`config.mk`:
```
export PLATFORM = sky130hd
export DESIGN_NAME = gps_date_to_epoch_ms
export DESIGN_NICKNAME = d
export VERILOG_FILES = /design/src/sv/gdte_pkg.sv /design/src/sv/gps_date_to_epoch_ms.sv /design/src/sv/gdte_mac.sv /design/src/sv/gdte_seq.sv
export SDC_FILE = /design/constraint.sdc
export NUM_CORES = 1
export LEC_CHECK = 0
export ABC_CLOCK_PERIOD_IN_PS = 11500
export BUFFER_PORTS_ARGS = -buffer_cell sky130_fd_sc_hd__buf_2
export CORE_MARGIN = 1.5
export CORE_UTILIZATION = 64
export CTS_CLUSTER_SIZE = 16
export DETAILED_ROUTE_END_ITERATION = 10
export GPL_ROUTABILITY_DRIVEN = 0
export GPL_TIMING_DRIVEN = 0
export PLACE_DENSITY = 0.82
export RECOVER_POWER = 100
export SLEW_MARGIN = 5
export SYNTH_ARGS = -nofsm -noshare
export SYNTH_HDL_FRONTEND = slang
export SYNTH_SLANG_ARGS = --single-unit
```
`constraint.sdc`:
```
create_clock -name clk -period 11.5 [get_ports clk]
set_clock_uncertainty 0.2 [all_clocks]
set_input_delay 1.15 -clock clk [delete_from_list [all_inputs] [get_ports clk]]
set_output_delay 1.15 -clock clk [all_outputs]
set_load 0.02 [all_outputs]
```
`src/sv/gdte_pkg.sv`:
```
package gdte_pkg;

	localparam int ACC_W  = 44;
	localparam int MUL_AW = 33;
	localparam int MUL_BW = 10;
	localparam int YEAR_W = 12;
	localparam int ZONE_W = 27;
	localparam int OUT_W  = 42;

	localparam logic [YEAR_W-1:0] EPOCH_YEAR = 12'd1970;
	localparam logic [YEAR_W-1:0] BASE_YEAR  = 12'd2000;
	// The only century in the reachable range of years that is not a leap year.
	localparam logic [YEAR_W-1:0] NO_LEAP_CENTURY = 12'd2100;

	localparam logic [8:0] DAYS_PER_YEAR = 9'd365;

	localparam logic [MUL_BW-1:0] MUL_ONE       = 10'd1;
	localparam logic [MUL_BW-1:0] HOURS_PER_DAY = 10'd24;
	localparam logic [MUL_BW-1:0] SIXTY         = 10'd60;
	localparam logic [MUL_BW-1:0] MS_PER_SEC    = 10'd1000;

	localparam logic signed [ZONE_W-1:0] ZONE_RESET_MS = 27'sd28800000;

	localparam logic [3:0] MONTH_FEB_IDX = 4'd1;
	localparam logic [3:0] MONTH_DEC     = 4'd12;

	typedef struct packed {
		logic [5:0] whole_second;
		logic [5:0] minute_of_hour;
		logic [4:0] hour_of_day;
		logic [4:0] day_of_month;
		logic [3:0] month_number;
		logic [6:0] two_digit_year;
	} gdte_in_t;

	typedef struct packed {
		logic [OUT_W-1:0] epoch_ms;
		logic             date_ok;
	} gdte_res_t;

	typedef struct packed {
		logic [MUL_AW-1:0]       a;
		logic [MUL_BW-1:0]       b;
		logic signed [ACC_W-1:0] c;
	} mac_op_t;

	function automatic logic is_leap(input logic [YEAR_W-1:0] y);
		return (y[1:0] == 2'd0) && (y != NO_LEAP_CENTURY);
	endfunction

	function automatic logic [4:0] month_len(input logic [3:0] m);
		logic [4:0] len;
		case (m)
			4'd1:    len = 5'd28;
			4'd3:    len = 5'd30;
			4'd5:    len = 5'd30;
			4'd8:    len = 5'd30;
			4'd10:   len = 5'd30;
			default: len = 5'd31;
		endcase
		return len;
	endfunction

endpackage

```
`src/sv/gps_date_to_epoch_ms.sv`:
```
// Converts a GPS date and UTC time of day into milliseconds since 1970-01-01,
// minus a programmable zone offset.
// The input channel (s_*) carries one request per transfer; the output channel
// (m_*) returns exactly one result per request, with date_ok on m_tuser.
// The zone offset is written through cfg_we and cfg_wdata; the user must write it
// only while the block is idle, which the block itself does not enforce.
// A request is worked through in a sequencer that drives a single multiply-add unit,
// one step per year, one per month, then day, hour, minute, second and
// millisecond steps, so s_tready is low while a request is in work.
// The result goes into an output register, so a new request is accepted
// while a result still waits for m_tready.
// When the receiver stalls, the result holds and the sequencer waits once
// the next result is ready.
// Reset clears the sequencer and the output valid and loads the offset with
// 8 hours.
module gps_date_to_epoch_ms (
	input  logic        clk,
	input  logic        arst_n,
	input  logic        cfg_we,
	input  logic [26:0] cfg_wdata,
	input  logic        s_tvalid,
	output logic        s_tready,
	// year[6:0], month[10:7], day[15:11], hour[20:16], minute[26:21], second[32:27]
	input  logic [39:0] s_tdata,
	output logic        m_tvalid,
	input  logic        m_tready,
	// epoch_ms[41:0]
	output logic [47:0] m_tdata,
	// date_ok
	output logic        m_tuser
);
	import gdte_pkg::*;

	logic signed [ZONE_W-1:0] zone_q;
	gdte_in_t                 in_item;
	gdte_res_t                res;
	gdte_res_t                out_q;
	logic                     out_valid_q;
	logic                     res_valid;
	logic                     res_take;

	assign in_item  = gdte_in_t'(s_tdata[$bits(gdte_in_t)-1:0]);
	assign res_take = !out_valid_q || m_tready;

	always_ff @(posedge clk or negedge arst_n) begin
		if (!arst_n) begin
			zone_q <= ZONE_RESET_MS;
		end else if (cfg_we) begin
			zone_q <= $signed(cfg_wdata);
		end
	end

	gdte_seq u_seq (
		.clk       (clk),
		.arst_n    (arst_n),
		.in_valid  (s_tvalid),
		.in_ready  (s_tready),
		.in_item   (in_item),
		.zone      (zone_q),
		.res_valid (res_valid),
		.res_take  (res_take),
		.res       (res)
	);

	always_ff @(posedge clk or negedge arst_n) begin
		if (!arst_n) begin
			out_valid_q <= 1'b0;
		end else if (res_take) begin
			out_valid_q <= res_valid;
		end
	end

	always_ff @(posedge clk) begin
		if (res_take && res_valid) begin
			out_q <= res;
		end
	end

	assign m_tvalid = out_valid_q;
	assign m_tdata  = {6'd0, out_q.epoch_ms};
	assign m_tuser  = out_q.date_ok;

`ifndef NO_ASSERTIONS
	a_bad_date_zero: assert property (@(posedge clk) disable iff (!arst_n)
		(m_tvalid && !m_tuser) |-> (m_tdata == '0))
		else $error("invalid date returned a nonzero count");

	a_no_overwrite: assert property (@(posedge clk) disable iff (!arst_n)
		(m_tvalid && !m_tready) |=> $stable(m_tdata))
		else $error("pending result overwritten");
`endif

endmodule

```
`src/sv/gdte_mac.sv`:
```
module gdte_mac (
	input  gdte_pkg::mac_op_t                     op,
	output logic signed [gdte_pkg::ACC_W-1:0]     y
);
	import gdte_pkg::*;

	logic [MUL_AW+MUL_BW-1:0] prod;

	assign prod = MUL_AW'(op.a) * MUL_BW'(op.b);
	assign y    = $signed(ACC_W'(prod)) + op.c;

endmodule

```
`src/sv/gdte_seq.sv`:
```
module gdte_seq (
	input  logic                                  clk,
	input  logic                                  arst_n,
	input  logic                                  in_valid,
	output logic                                  in_ready,
	input  gdte_pkg::gdte_in_t                    in_item,
	input  logic signed [gdte_pkg::ZONE_W-1:0]    zone,
	output logic                                  res_valid,
	input  logic                                  res_take,
	output gdte_pkg::gdte_res_t                   res
);
	import gdte_pkg::*;

	typedef enum logic [8:0] {
		ST_IDLE  = 9'b000000001,
		ST_YEAR  = 9'b000000010,
		ST_MONTH = 9'b000000100,
		ST_DAY   = 9'b000001000,
		ST_HOUR  = 9'b000010000,
		ST_MIN   = 9'b000100000,
		ST_SEC   = 9'b001000000,
		ST_MS    = 9'b010000000,
		ST_DONE  = 9'b100000000
	} state_t;

	state_t                  state_q;
	gdte_in_t                in_q;
	logic [YEAR_W-1:0]       yr_q;
	logic [YEAR_W-1:0]       target_q;
	logic [3:0]              m_q;
	logic                    ok_q;
	logic signed [ACC_W-1:0] acc_q;

	mac_op_t                 op;
	logic signed [ACC_W-1:0] mac_y;
	logic                    fields_ok;
	logic                    more_months;
	logic [4:0]              month_add;

	gdte_mac u_mac (
		.op (op),
		.y  (mac_y)
	);

	assign fields_ok = (in_item.month_number != 4'd0) && (in_item.month_number <= MONTH_DEC)
		&& (in_item.day_of_month != 5'd0);
	assign more_months = (m_q + 4'd1) < in_q.month_number;
	assign month_add   = month_len(m_q)
		+ 5'((m_q == MONTH_FEB_IDX) && is_leap(target_q));

	always_comb begin
		op.a = acc_q[MUL_AW-1:0];
		op.b = MUL_ONE;
		op.c = '0;
		case (state_q)
			ST_YEAR: begin
				op.c = ACC_W'(DAYS_PER_YEAR) + ACC_W'(is_leap(yr_q));
			end
			ST_MONTH: begin
				op.c = ACC_W'(month_add);
			end
			ST_DAY: begin
				op.c = ACC_W'(in_q.day_of_month - 5'd1);
			end
			ST_HOUR: begin
				op.b = HOURS_PER_DAY;
				op.c = ACC_W'(in_q.hour_of_day);
			end
			ST_MIN: begin
				op.b = SIXTY;
				op.c = ACC_W'(in_q.minute_of_hour);
			end
			ST_SEC: begin
				op.b = SIXTY;
				op.c = ACC_W'(in_q.whole_second);
			end
			ST_MS: begin
				op.b = MS_PER_SEC;
				op.c = -(ACC_W'(zone));
			end
			default: begin
				op.c = '0;
			end
		endcase
	end

	always_ff @(posedge clk or negedge arst_n) begin
		if (!arst_n) begin
			state_q  <= ST_IDLE;
			ok_q     <= 1'b0;
			acc_q    <= '0;
			yr_q     <= EPOCH_YEAR;
			target_q <= EPOCH_YEAR;
			m_q      <= '0;
		end else begin
			case (state_q)
				ST_IDLE: begin
					if (in_valid) begin
						in_q     <= in_item;
						acc_q    <= '0;
						yr_q     <= EPOCH_YEAR;
						target_q <= BASE_YEAR + YEAR_W'(in_item.two_digit_year);
						m_q      <= '0;
						ok_q     <= fields_ok;
						state_q  <= fields_ok ? ST_YEAR : ST_DONE;
					end
				end
				ST_YEAR: begin
					if (yr_q == target_q) begin
						state_q <= ST_MONTH;
					end else begin
						acc_q <= mac_y;
						yr_q  <= yr_q + 12'd1;
					end
				end
				ST_MONTH: begin
					if (more_months) begin
						acc_q <= mac_y;
						m_q   <= m_q + 4'd1;
					end else begin
						state_q <= ST_DAY;
					end
				end
				ST_DAY: begin
					acc_q   <= mac_y;
					state_q <= ST_HOUR;
				end
				ST_HOUR: begin
					acc_q   <= mac_y;
					state_q <= ST_MIN;
				end
				ST_MIN: begin
					acc_q   <= mac_y;
					state_q <= ST_SEC;
				end
				ST_SEC: begin
					acc_q   <= mac_y;
					state_q <= ST_MS;
				end
				ST_MS: begin
					acc_q   <= mac_y;
					state_q <= ST_DONE;
				end
				ST_DONE: begin
					if (res_take) begin
						state_q <= ST_IDLE;
					end
				end
				default: begin
					state_q <= ST_IDLE;
				end
			endcase
		end
	end

	assign in_ready  = (state_q == ST_IDLE);
	assign res_valid = (state_q == ST_DONE);

	always_comb begin
		res.date_ok = ok_q;
		if (acc_q[ACC_W-1]) begin
			res.epoch_ms = '0;
		end else if (acc_q[ACC_W-2:OUT_W] != '0) begin
			res.epoch_ms = '1;
		end else begin
			res.epoch_ms = acc_q[OUT_W-1:0];
		end
	end

`ifndef NO_ASSERTIONS
	a_invalid_skips: assert property (@(posedge clk) disable iff (!arst_n)
		(in_valid && in_ready && !fields_ok) |=> (state_q == ST_DONE))
		else $error("invalid date did not go straight to the result");

	a_year_bound: assert property (@(posedge clk) disable iff (!arst_n)
		(state_q == ST_YEAR) |-> (yr_q <= target_q))
		else $error("year counter passed the target year");

	a_acc_positive: assert property (@(posedge clk) disable iff (!arst_n)
		(state_q != ST_DONE && state_q != ST_IDLE) |-> !acc_q[ACC_W-1])
		else $error("accumulator negative before the offset step");

	a_ms_to_done: assert property (@(posedge clk) disable iff (!arst_n)
		(state_q == ST_MS) |=> (state_q == ST_DONE && ok_q))
		else $error("offset step did not end in a valid result");
`endif

endmodule
```
Word-level counts from Yosys, hierarchy flattened. Index checks and enable logic that the tools add are counted.

Register bits after elaboration: 179. Bits of input ports: 72. Output and inout bits: 51.

Add/sub/neg operators: 8. $mul: 1. $lt $le $gt $ge: 2. Eq/ne operators: 23. Mux-type cells: 20. Reduce and logical (&&, ||, !) cells: 24.

Operator list (number): 44-bit one-hot mux with 7 select lines (1); 44-bit one-hot mux with 4 select lines (1); 44-bit two-way mux (3); 9-bit one-hot mux with 9 select lines (1); 9-bit two-way mux (5); 44-bit adder (1); 27-bit negation with 44-bit output (1); 33-bit by 10-bit multiplier with 43-bit output (1); 42-bit two-way mux (1); 10-bit one-hot mux with 3 select lines (1); 12-bit two-way mux (2); 12-bit != test (second input constant) (2); 12-bit one-hot mux with 2 select lines (1); 11-bit by 7-bit adder with 12-bit output (first input constant) (1); 12-bit by 1-bit adder with 12-bit output (second input constant) (1); 12-bit equality test (1); 9-bit by 1-bit adder with 10-bit output (first input constant) (1); 9-bit by 1-bit equality test with 1-bit output (second input constant) (1); 9-bit by 2-bit equality test with 1-bit output (second input constant) (1); 9-bit by 3-bit equality test with 1-bit output (second input constant) (1); 9-bit by 4-bit equality test with 1-bit output (second input constant) (1); 9-bit by 5-bit equality test with 1-bit output (second input constant) (1); 9-bit by 6-bit equality test with 1-bit output (second input constant) (1); 9-bit by 7-bit equality test with 1-bit output (second input constant) (1); 29 further kinds (46).

Logic depth before layout (Yosys ltp). Gate-level depths: netlist of run 1.

Depth in word-level cells: 8. Mapped depth: 41.

Cells and area by module. A second synthesis of run 1 with hierarchy kept.

Cell total of the unflattened synthesis: 2349. Area total of the unflattened synthesis: 21202.8 um^2.

Modules (own cells, without submodules): gdte_mac (instances 1, cells each 1513, area an instance 12559.5 um^2, seq. area each 0.0 um^2); gdte_seq (instances 1, cells each 725, area an instance 6139.6 um^2, seq. area each 2798.9 um^2); gps_date_to_epoch_ms (instances 1, cells each 111, area an instance 2503.7 um^2, seq. area each 2005.7 um^2).

Least setup slack after synthesis of run 1. OpenSTA, ideal clock, no wires.

Path type: register -> register. Start point: reg u_seq.state_q[1]. End point: reg u_seq.acc_q[42]. Arrival time: 8829 ps. Required time: 11231 ps. Path slack: 2402 ps. Cell stages (with the launch flop): 35. Buffers on the path: 4. Clock period less this slack: 9098 ps. Cell sequence: dfrtp_1 > clkbuf_1 > or4b_1 > clkbuf_1 > nor3_1 > and3b_1 > clkbuf_1 > clkbuf_1 > nand2_1 > fa_1 > inv_1 > fa_1 > fa_1 > fa_1 > inv_1 > fa_1 > inv_1 > ha_1 > a21o_1 > a21oi_1 > a21boi_1 > a32oi_1 > a311oi_1 > o21ai_1 > a41o_1 > a21oi_1 > xnor2_1 > ha_1 > nand2_1 > nor3_1 > and3_1 > and2_1 > a311oi_1 > or4_1 > nand3_1.

Word-level cells in the longest chain between the ends: 7.

Ends and longest elaborated chain: from (decl) (line gdte_seq.sv:26) `state_t state_q;`; from (signal assigned) (line gdte_seq.sv:105) `state_q <= fields_ok ? ST_YEAR : ST_DONE;`; 9-bit by 6-bit equality test with 1-bit output or 9-bit by 7-bit equality test with 1-bit output (tied branches) (line gdte_seq.sv:55, gdte_seq.sv:96); 2-bit OR reduction (no source line); 10-bit one-hot mux with 3 select lines (line gdte_seq.sv:55) `case (state_q)`; 33-bit by 10-bit multiplier with 43-bit output (line gdte_mac.sv:9) `assign prod = MUL_AW'(op.a) * MUL_BW'(op.b);`; 44-bit adder (line gdte_mac.sv:10) `assign y = $signed(ACC_W'(prod)) + op.c;`; 44-bit two-way mux (on tied branches) (line gdte_seq.sv:117, gdte_seq.sv:109); 44-bit one-hot mux with 4 select lines (line gdte_seq.sv:96) `case (state_q)`; to (signal assigned) (line gdte_seq.sv:118) `acc_q <= mac_y;`; to (signal assigned) (line gdte_seq.sv:125) `acc_q <= mac_y;`; to (signal assigned) (line gdte_seq.sv:129) `acc_q <= mac_y;`; to (decl) (line gdte_seq.sv:32) `logic signed [ACC_W-1:0] acc_q;`.

Parallel ways exist; a longest one is shown, timed or not. The select of a mux whose other input is x is not followed. A chain may end at the register's enable or synchronous reset.

Worst setup path after layout of run 1.
Start point: reg u_seq.state_q[3]. End point: reg u_seq.acc_q[43].

Same word-level chain as after synthesis.

==> results of run 1 <==
area by class of cell:
cell class	instances	area, sq um
tap	402	503
timing repair buffer	110	485
fill	2442	9500
multi-input combinational	1624	13700
clock buffer	19	464
clock inverter	13	128
inverter	411	1540
sequential	177	4800
buffer	75	323
sequential cells by signal (all words and copies together), names as in the netlist:
name,flops
u_seq.state_q,9
m_tdata,42
u_seq.target_q,10
zone_q,27
u_seq.in_q,26
u_seq.m_q,4
u_seq.yr_q,12
u_seq.ok_q,1
m_tuser,1
u_seq.acc_q,44
m_tvalid,1
through the flow:
| step | util [%] | total power [W] |
|---|---|---|
| 2_1_floorplan | - | 0.00118 |
| 3_3_place_gp | 68.1 | 0.00136 |
| 3_5_place_dp | 68.3 | 0.00139 |
| 4_1_cts | 70.2 | 0.00199 |
| 5_1_grt | 69.8 | 0.00207 |
| 6_report | 69.8 | 0.00198 |
layout by cell type (no fill, tap or decap), types with 35 or more instances in the layout:
master      n
inv_1     411
fa_1      215
nand2_1   209
ha_1      163
nor2_1    159
and2_1    113
clkbuf_1  106
o21ai_0   101
a21oi_1    92
dfrtp_1    84
edfxtp_1   69
buf_2      68
xor2_1     59
xnor2_1    52
a21o_1     46
nand3_1    35
metal layers:
layer,routed length (um),vias up,GRT usage (%)
met4,1680,0,12.3
met1,21700,8071,45.8
met2,24100,720,53.2
met5,0,-,0
li1,-,7714,-
met3,4020,111,4.69
cell families after synthesis:
kind of cell / after synthesis / synth area share, %
xor+xnor: 112 / 4.85
fa+ha+maj: 378 / 31.1
simple gates: 701 / 17.2
flops: 177 / 23.6
buf+inv: 486 / 9.13
other cells: 1 / 0.0184
compound gates: 400 / 12.6
mux: 27 / 1.49
worst max path at each step:
| stage | startpoint | end | cells past startpoint |
|---|---|---|---|
| CTS | u_seq.state_q[1] | u_seq.acc_q[43] | 35 |
| detailed placement | u_seq.state_q[1] | u_seq.acc_q[43] | 37 |
| finish | u_seq.state_q[3] | u_seq.acc_q[43] | 36 |
| floorplan | u_seq.state_q[1] | u_seq.acc_q[42] | 34 |
| global placement | u_seq.state_q[1] | u_seq.acc_q[43] | 35 |
| global route | u_seq.state_q[1] | u_seq.acc_q[43] | 36 |
where the power goes:
part	switching [W]	leakage [nW]	internal (W)
registers	0.0000795	2.01	0.000754
clock network	0.000297	0.294	0.000308
logic	0.000376	9.14	0.000170
what timing repair did:
action / CTS / global route
endpoints found under the setup margin: 1 / 7
resized for setup: 1 / 13
hold buffers: 0 / 0
==> reports/results.tsv, run 1 <==
stage	metric	value	unit
routing	via count	16600	
sta	Fin Setup TNS	0	ns
cts	Clk pin slew, worst setup/hold paths	0.08	ns
cts	clock buffer count from CTS	17	
cells_and_area	finished layout cell area	22000	sq um
cells_and_area	Final #Nets	2866	
pwr	Pwr Density	90.3	nW/um^2
worst_setup_path	crit path kind	reg -> reg	
pwr	peak supply drop	0.181	mV
synth	flops & latches, synth	177	
global_route	largest net degree at the start of global routing	83	
synth	Cell Area, Synth	20400	sq um
pwr	Pleak	11.4	nW
sta	Slew headroom	-192	%
worst_setup_path	Top Family by Delay on Critical Path	adder cells	
worst_setup_path	Reg2Reg Setup Slack	0.50	ns
worst_setup_path	Worst R2R Path Depth	36	
sta	post-route clock period utilization	95.7	%
sta	final hold violation count	0	
synth	cell taking the most area after synthesis	fa_1	
cts	TritonCTS Sinks	177	
sta	Worst Max-Slew Pin Slew	4.37	ns
synth	main flop type after synthesis	dfrtp_1	
cts	Post CTS Setup Buffer Count	0	
placement	placed cells	2799	
routing	DR WL/cell	18.2	um
routing	drt drc	0	
hold_path	worst hold path class	reg -> reg	
sta	Pins Over Slew Limit	158	
floorplanning	die width	181	um
synth	Yosys cell types	85	
floorplanning	Core ar.	31500	sq um
hold_path	Worst Hold Path EP	m_tuser	
synth	top-area cell type share of the netlist area	21.1	%
global_route	first-pass GRT wire length	85400	um
global_route	aggregate global-route resource usage	33.0	%
worst_setup_path	max incr delay on CP	0.72	ns
synth	synth cell count leaders	inv_1 (411), fa_1 (215), nand2_1 (209), ha_1 (163), nor2_1 (159)	
job	Max Cap Viol	4	
worst_setup_path	critical path fanouts, max	10	
synth	yosys warns	0	
sta	hold slack	0.272	ns
sta	fmax	90.9	MHz
floorplanning	Die H	181	um
floorplanning	die footprint	32900	sq um
worst_setup_path	Worst setup EP type	flip-flop	
worst_setup_path	critical path's most frequent cell	fa_1	
cts	Worst-Skew Late Latency	0.47	ns
cells_and_area	area grow syn2layout	7.81	%
cts	CTS max path bufs	2	
global_route	antenna violations before repair	0	
cells_and_area	layout cells sized above 1	7.37	%
floorplanning	initial core utilization	64.7	%
worst_setup_path	worst r2r dst	u_seq.acc_q[43]	
sta	setup slack after layout	0.496	ns
worst_setup_path	CP max stage cell	clkbuf_1	
routing	Total Wirelength	51500	um
synth	Post-synth EDFFs	69	
synth	Mapped Cells	2282	
routing	1st-pass router iterations	6	
global_route	gr ovfl total	0	
routing	vias per cell	5.87	
placement	DP Worst Slack	0.0422	ns
cells_and_area	Non-Filler Instances	2831	
global_route	vias in the first global route	16700	
synth	top-count cell post-synth	inv_1	
cts	Max H-tree Level	4	
placement	DPL Wire Length	41200	um
floorplanning	cell row count	65	
hold_path	Min-Delay Startpoint	u_seq.ok_q	
status	status	complete, but fails checks	
routing	number of DRC markers in iteration 0	1330	
placement	PortBufs	108	
cts	Root Driver	clkbuf_16	
floorplanning	Top-Level Pins	123	
hold_path	Hold Path Depth	0	
status	failing checks	capacitance limit, slew limit	
cts	TritonCTS clock tree	done	
placement	placed cell area	21500	sq um
synth	Area contributors post-synth	fa_1 (21%), dfrtp_1 (10%), edfxtp_1 (10%), ha_1 (10%), inv_1 (7.6%)	
cells_and_area	Ant. Diodes	0	
worst_setup_path	WP data arrival	11.15	ns
worst_setup_path	Crit path buffers/inverters	7	
synth	Seq/Total Area, Yosys	23.6	%
synth	FFs w/ async S/R, synth	61.0	%
worst_setup_path	startpoint types	flip-flop	
sta	Setup Viol. Count Final	0	
worst_setup_path	Reg2Reg Launch Point	u_seq.state_q[3]	
worst_setup_path	WP data required	11.65	ns
routing	DRT antenna net count	0	
synth	Avg Inst Size Synth	8.93	sq um
sta	clock period minus worst slack	11.00	ns
Power figures use the tool's default switching activity.
==> inputs of run 2 (changes only) <==
- MAX_ROUTING_LAYER: not set -> met4
==> reports/results.tsv, run 2 (synthesis results as in run 1) <==
stage	metric	value	unit
worst_setup_path	worst setup path end	u_seq.acc_q[43]	
global_route	aggregate global-route resource usage	34.1	%
placement	DPL Wire Length	41200	um
floorplanning	initial core utilization	64.7	%
worst_setup_path	worst r2r dst	u_seq.acc_q[43]	
job	Max Cap Viol	4	
pwr	Pwr Density	90.3	nW/um^2
hold_path	worst hold path class	reg -> reg	
sta	Setup Viol. Count Final	0	
cts	CTS max path bufs	2	
status	status	complete, but fails checks	
worst_setup_path	startpoint types	flip-flop	
worst_setup_path	WP data arrival	11.20	ns
cells_and_area	area grow syn2layout	7.81	%
global_route	vias in the first global route	16700	
worst_setup_path	crit path kind	reg -> reg	
routing	vias per cell	5.86	
cells_and_area	commonest non-fill, non-tap cell in the layout	inv_1	
worst_setup_path	Top Family by Delay on Critical Path	adder cells	
global_route	largest net degree at the start of global routing	83	
worst_setup_path	CP max stage cell	nor4_2	
cts	Max H-tree Level	4	
global_route	gr ovfl total	0	
sta	clock period minus worst slack	11.06	ns
pwr	Pleak	11.5	nW
routing	Total Wirelength	51600	um
worst_setup_path	max incr delay on CP	0.69	ns
routing	number of DRC markers in iteration 0	1191	
cells_and_area	most frequent cells in the layout	inv_1 (411), fa_1 (215), nand2_1 (209)	
routing	via count	16600	
cells_and_area	Ant. Diodes	0	
worst_setup_path	WP depth	34	
routing	1st-pass router iterations	7	
routing	drt drc	0	
global_route	met1 Resource Use GR	45.9	%
sta	Pins Over Slew Limit	158	
worst_setup_path	Crit path buffers/inverters	6	
pwr	peak supply drop	0.181	mV
cells_and_area	Final #Nets	2866	
cts	Post CTS Setup Buffer Count	0	
cts	TritonCTS clock tree	done	
global_route	first-pass GRT wire length	85400	um
cts	Worst-Skew Late Latency	0.47	ns
routing	DRT antenna net count	0	
cts	Post-CTS Resized	1	
sta	fmax	90.4	MHz
worst_setup_path	WP data required	11.64	ns
global_route	GRT met3 Usage	5.05	%
floorplanning	Die H	181	um
floorplanning	cell row count	65	
cells_and_area	max reg flops	44	
worst_setup_path	Worst Setup SP	u_seq.state_q[3]	
worst_setup_path	critical path fanouts, max	10	
sta	hold slack	0.271	ns
floorplanning	Core ar.	31500	sq um
global_route	antenna violations before repair	0	
sta	post-route clock period utilization	96.1	%
global_route	met2 usage	53.3	%
cts	TritonCTS Sinks	177	
worst_setup_path	Reg2Reg Launch Point	u_seq.state_q[3]	
sta	final hold violation count	0	
cts	Root Driver	clkbuf_16	
floorplanning	Top-Level Pins	123	
cts	Clk pin slew, worst setup/hold paths	0.08	ns
cts	CTS Hold Buffers Added	0	
sta	Slew headroom	-192	%
worst_setup_path	Worst R2R Path Depth	34	
status	failing checks	capacitance limit, slew limit	
global_route	busiest metal layer after global routing	met2	
sta	Worst Max-Slew Pin Slew	4.39	ns
worst_setup_path	Worst setup EP type	flip-flop	
routing	DR WL/cell	18.2	um
sta	Fin Setup TNS	0	ns
worst_setup_path	critical path's most frequent cell	fa_1	
cells_and_area	Biggest register	u_seq.acc_q	
cts	clock buffer count from CTS	17	
placement	PortBufs	108	
floorplanning	die width	181	um
worst_setup_path	Reg2Reg Setup Slack	0.44	ns
floorplanning	die footprint	32900	sq um
cells_and_area	layout cells sized above 1	7.41	%
## run 2: final cells by class
cell class	count	area [sq um]
multi-input combinational	1624	13700
fill	2442	9500
sequential	177	4800
inverter	411	1540
tap	402	503
timing repair buffer	110	485
clock buffer	19	464
buffer	75	324
clock inverter	13	128
## run 2: worst min-delay path by stage
stage                            startpoint           endpoint  slack, ns  depth (start not counted)
final                            u_seq.ok_q            m_tuser       0.27                          0
after global routing             u_seq.ok_q            m_tuser       0.28                          0
after floorplan                  u_seq.ok_q            m_tuser       0.22                          0
after detailed placement         u_seq.ok_q            m_tuser       0.25                          0
after CTS                 u_seq.target_q[1]  u_seq.target_q[1]       0.28                          2
after global placement           u_seq.ok_q            m_tuser       0.24                          0
## run 2: power breakdown
group,internal [W],leakage [nW],switching (W)
combinational,0.000170,9.15,0.000375
sequential,0.000754,2.01,0.0000790
clock,0.000308,0.294,0.000300
total,0.00123,11.5,0.000754
## run 2: per-stage QoR
stage	util, %	setup slack [ns]	power, W	std cells	instance area (sq um)
3_5_place_dp	68.3	0.0422	0.00139	2799	21500
5_1_grt	69.8	-0.0159	0.00207	2831	22000
6_report	69.8	0.443	0.00198	2831	22000
4_1_cts	70.2	0.333	0.00199	2831	22100
2_1_floorplan	-	2.40	0.00118	2287	20400
3_3_place_gp	68.1	0.160	0.00136	2797	21400
## run 2: metal layers
layer | up-vias | share of wire [%]
met3 | 104 | 7.1
met5 | - | 0
met1 | 8101 | 43
met2 | 653 | 47
li1 | 7727 | -
met4 | 0 | 3.1
==> inputs of run 3 (changes only) <==
- ABC_AREA: not set -> 1
==> reports/results.tsv, run 3 <==
stage	metric	value	unit
status	status	complete, but fails checks	
status	failing checks	capacitance limit, slew limit	
routing	Total Wirelength	60900	um
synth	cell taking the most area after synthesis	fa_1	
global_route	largest net degree at the start of global routing	58	
cts	TritonCTS clock tree	done	
cts	TritonCTS Sinks	177	
worst_setup_path	Worst setup EP type	flip-flop	
synth	Cell Area, Synth	22300	sq um
cells_and_area	most frequent cells in the layout	nand2_1 (792), inv_1 (759), nor2_1 (358)	
synth	main combinational cell family by area after synthesis	adder cells	
routing	1st-pass router iterations	6	
sta	Slew headroom	-110	%
worst_setup_path	critical path fanouts, max	10	
cells_and_area	layout cells sized above 1	4.96	%
cells_and_area	max reg flops	44	
job	Max Cap Viol	3	
synth	FFs w/ async S/R, synth	61.0	%
worst_setup_path	WP data required	11.66	ns
cells_and_area	Multi-input gate area	14300	sq um
routing	DR WL/cell	16.3	um
synth	yosys warns	0	
routing	via count	20700	
synth	Avg Inst Size Synth	7.10	sq um
sta	post-route clock period utilization	80.5	%
cells_and_area	area grow syn2layout	7.39	%
placement	PortBufs	108	
floorplanning	die width	190	um
global_route	first-pass GRT wire length	101000	um
placement	DPL Wire Length	50100	um
floorplanning	Die H	190	um
hold_path	worst hold path class	reg -> reg	
sta	Pins Over Slew Limit	143	
sta	setup slack after layout	2.24	ns
floorplanning	cell row count	68	
synth	Synth Area in Compound Gates	7.16	%
cts	clock buffer count from CTS	17	
pwr	peak supply drop	0.121	mV
sta	final hold violation count	0	
global_route	gr ovfl total	0	
sta	Worst Max-Slew Pin Slew	3.15	ns
sta	fmax	108	MHz
sta	Fin Setup TNS	0	ns
synth	mux cell area share after synthesis	0.101	%
pwr	Pwr Density	94.9	nW/um^2
cts	Worst-Skew Late Latency	0.48	ns
routing	drt drc	0	
cts	Max H-tree Level	4	
global_route	aggregate global-route resource usage	37.0	%
synth	Post-synth EDFFs	69	
worst_setup_path	crit path kind	reg -> reg	
synth	top-area cell type share of the netlist area	19.3	%
cells_and_area	Reg area	4800	sq um
cts	CTS Hold Buffers Added	0	
cts	Root Driver	clkbuf_16	
routing	number of DRC markers in iteration 0	2304	
placement	placed cells	3708	
cts	CTS max path bufs	2	
floorplanning	die footprint	35900	sq um
cells_and_area	Biggest register	u_seq.acc_q	
synth	Seq/Total Area, Yosys	21.6	%
floorplanning	Top-Level Pins	123	
synth	Mapped Cells	3137	
synth	Yosys cell types	57	
worst_setup_path	WP data arrival	9.42	ns
synth	flops & latches, synth	177	
floorplanning	initial core utilization	64.8	%
cts	Clk pin slew, worst setup/hold paths	0.08	ns
synth	top-count cell post-synth	nand2_1	
synth	Area contributors post-synth	fa_1 (19%), nand2_1 (13%), inv_1 (13%), dfrtp_1 (9.4%), edfxtp_1 (9.3%)	
sta	unrepaired setup endpoints after global routing	false	
pwr	Pleak	13.4	nW
worst_setup_path	critical path's most frequent cell	nand2_1	
cts	Post CTS Setup Buffer Count	0	
global_route	antenna violations before repair	1	
placement	DP Worst Slack	2.89	ns
sta	clock period minus worst slack	9.26	ns
floorplanning	Core ar.	34400	sq um
global_route	vias in the first global route	20400	
worst_setup_path	CP max stage cell	clkbuf_1	
routing	vias per cell	5.52	
cells_and_area	Non-Filler Instances	3741	
synth	Synth Area in Simple Gates	25.8	%
cells_and_area	commonest non-fill, non-tap cell in the layout	nand2_1	
cells_and_area	Final #Nets	3722	
worst_setup_path	max incr delay on CP	0.84	ns
synth	synth cell count leaders	nand2_1 (788), inv_1 (757), nor2_1 (354), fa_1 (215), ha_1 (163)	
synth	main flop type after synthesis	dfrtp_1	
synth	adder-cell share of the synthesized area	28.5	%
synth	XOR/XNOR share of the synthesized area	2.67	%
routing	DRT antenna net count	0	
sta	Setup Viol. Count Final	0	
cells_and_area	# fillers	2878	
cts	Post-CTS Resized	0	
worst_setup_path	startpoint types	flip-flop	
==> run 3: changes by cell type after synthesis, sizes merged, moves of 14 or more <==
cell    delta
and2     -115
xnor2     -31
mux2      -24
nand3    +102
a21oi     +39
or2       -24
nand2    +589
clkbuf    -26
and3      -14
nand2b    -25
a21o      -42
inv      +352
nor2     +206
==> run 3: cells by family after synthesis <==
kind of cell / Yosys count
buffers and inverters: 823
other: 1
adders and majority gates: 378
muxes: 2
and+or+nand+nor: 1392
DFF: 177
AOI/OAI and AO/OA: 296
xor gates and xnor gates: 68
==> run 3: worst max-delay path, delay by kind of cell, from the launching register on <==
kind	cells	cell delay, ns
AOI/OAI and AO/OA	3	0.80
and+or+nand+nor	18	2.28
DFF	1	0.55
adders and majority gates	7	3.56
buffers and inverters	6	1.73
==> run 3: worst paths after layout <==
kind	from	end	slack, ns	cells after the start
setup / recovery	u_seq.state_q[0]	u_seq.acc_q[41]	2.24	34
hold / removal	u_seq.ok_q	m_tuser	0.27	0
setup reg to reg	u_seq.state_q[0]	u_seq.acc_q[41]	2.24	34
hold reg to reg	u_seq.ok_q	m_tuser	0.27	0
max in group asynchronous	arst_n	u_seq.acc_q[27]	5.70	2
min in group asynchronous	arst_n	u_seq.target_q[3]	1.36	1
==> run 3: per-stage QoR <==
step           hold WS (ns)  instance area [sq um]  power (W)  util, %
2_1_floorplan         0.225                  22300    0.00142        -
3_3_place_gp          0.234                  23400    0.00162     68.1
3_5_place_dp          0.243                  23500    0.00166     68.4
4_1_cts               0.263                  24100    0.00229     70.1
5_1_grt               0.273                  23900    0.00239     69.6
6_report              0.266                  23900    0.00227     69.6
==> run 3: layout make-up <==
cell class	instances	share of cell area [%]
multi-input cells	2142	59.8
repair buffers	111	2.02
inverters	766	12.0
clock buffers	18	1.79
well taps	455	2.38
plain buffers	57	1.15
flip-flops and latches	177	20.1
clock inverters	14	0.785
diodes	1	0.0105
==> run 3: metal layers <==
metal  track usage [%]  wire [um]
met5                 -          0
met4              15.4       2560
met3              5.96       6110
met2              57.1      27600
met1              48.8      24600
==> run 3: power by group <==
part / switching, W / total [W] / internal [W]
Combinational: 0.000544 / 0.000781 / 0.000237
Clock: 0.000316 / 0.000631 / 0.000315
Sequential: 0.0000735 / 0.000858 / 0.000784
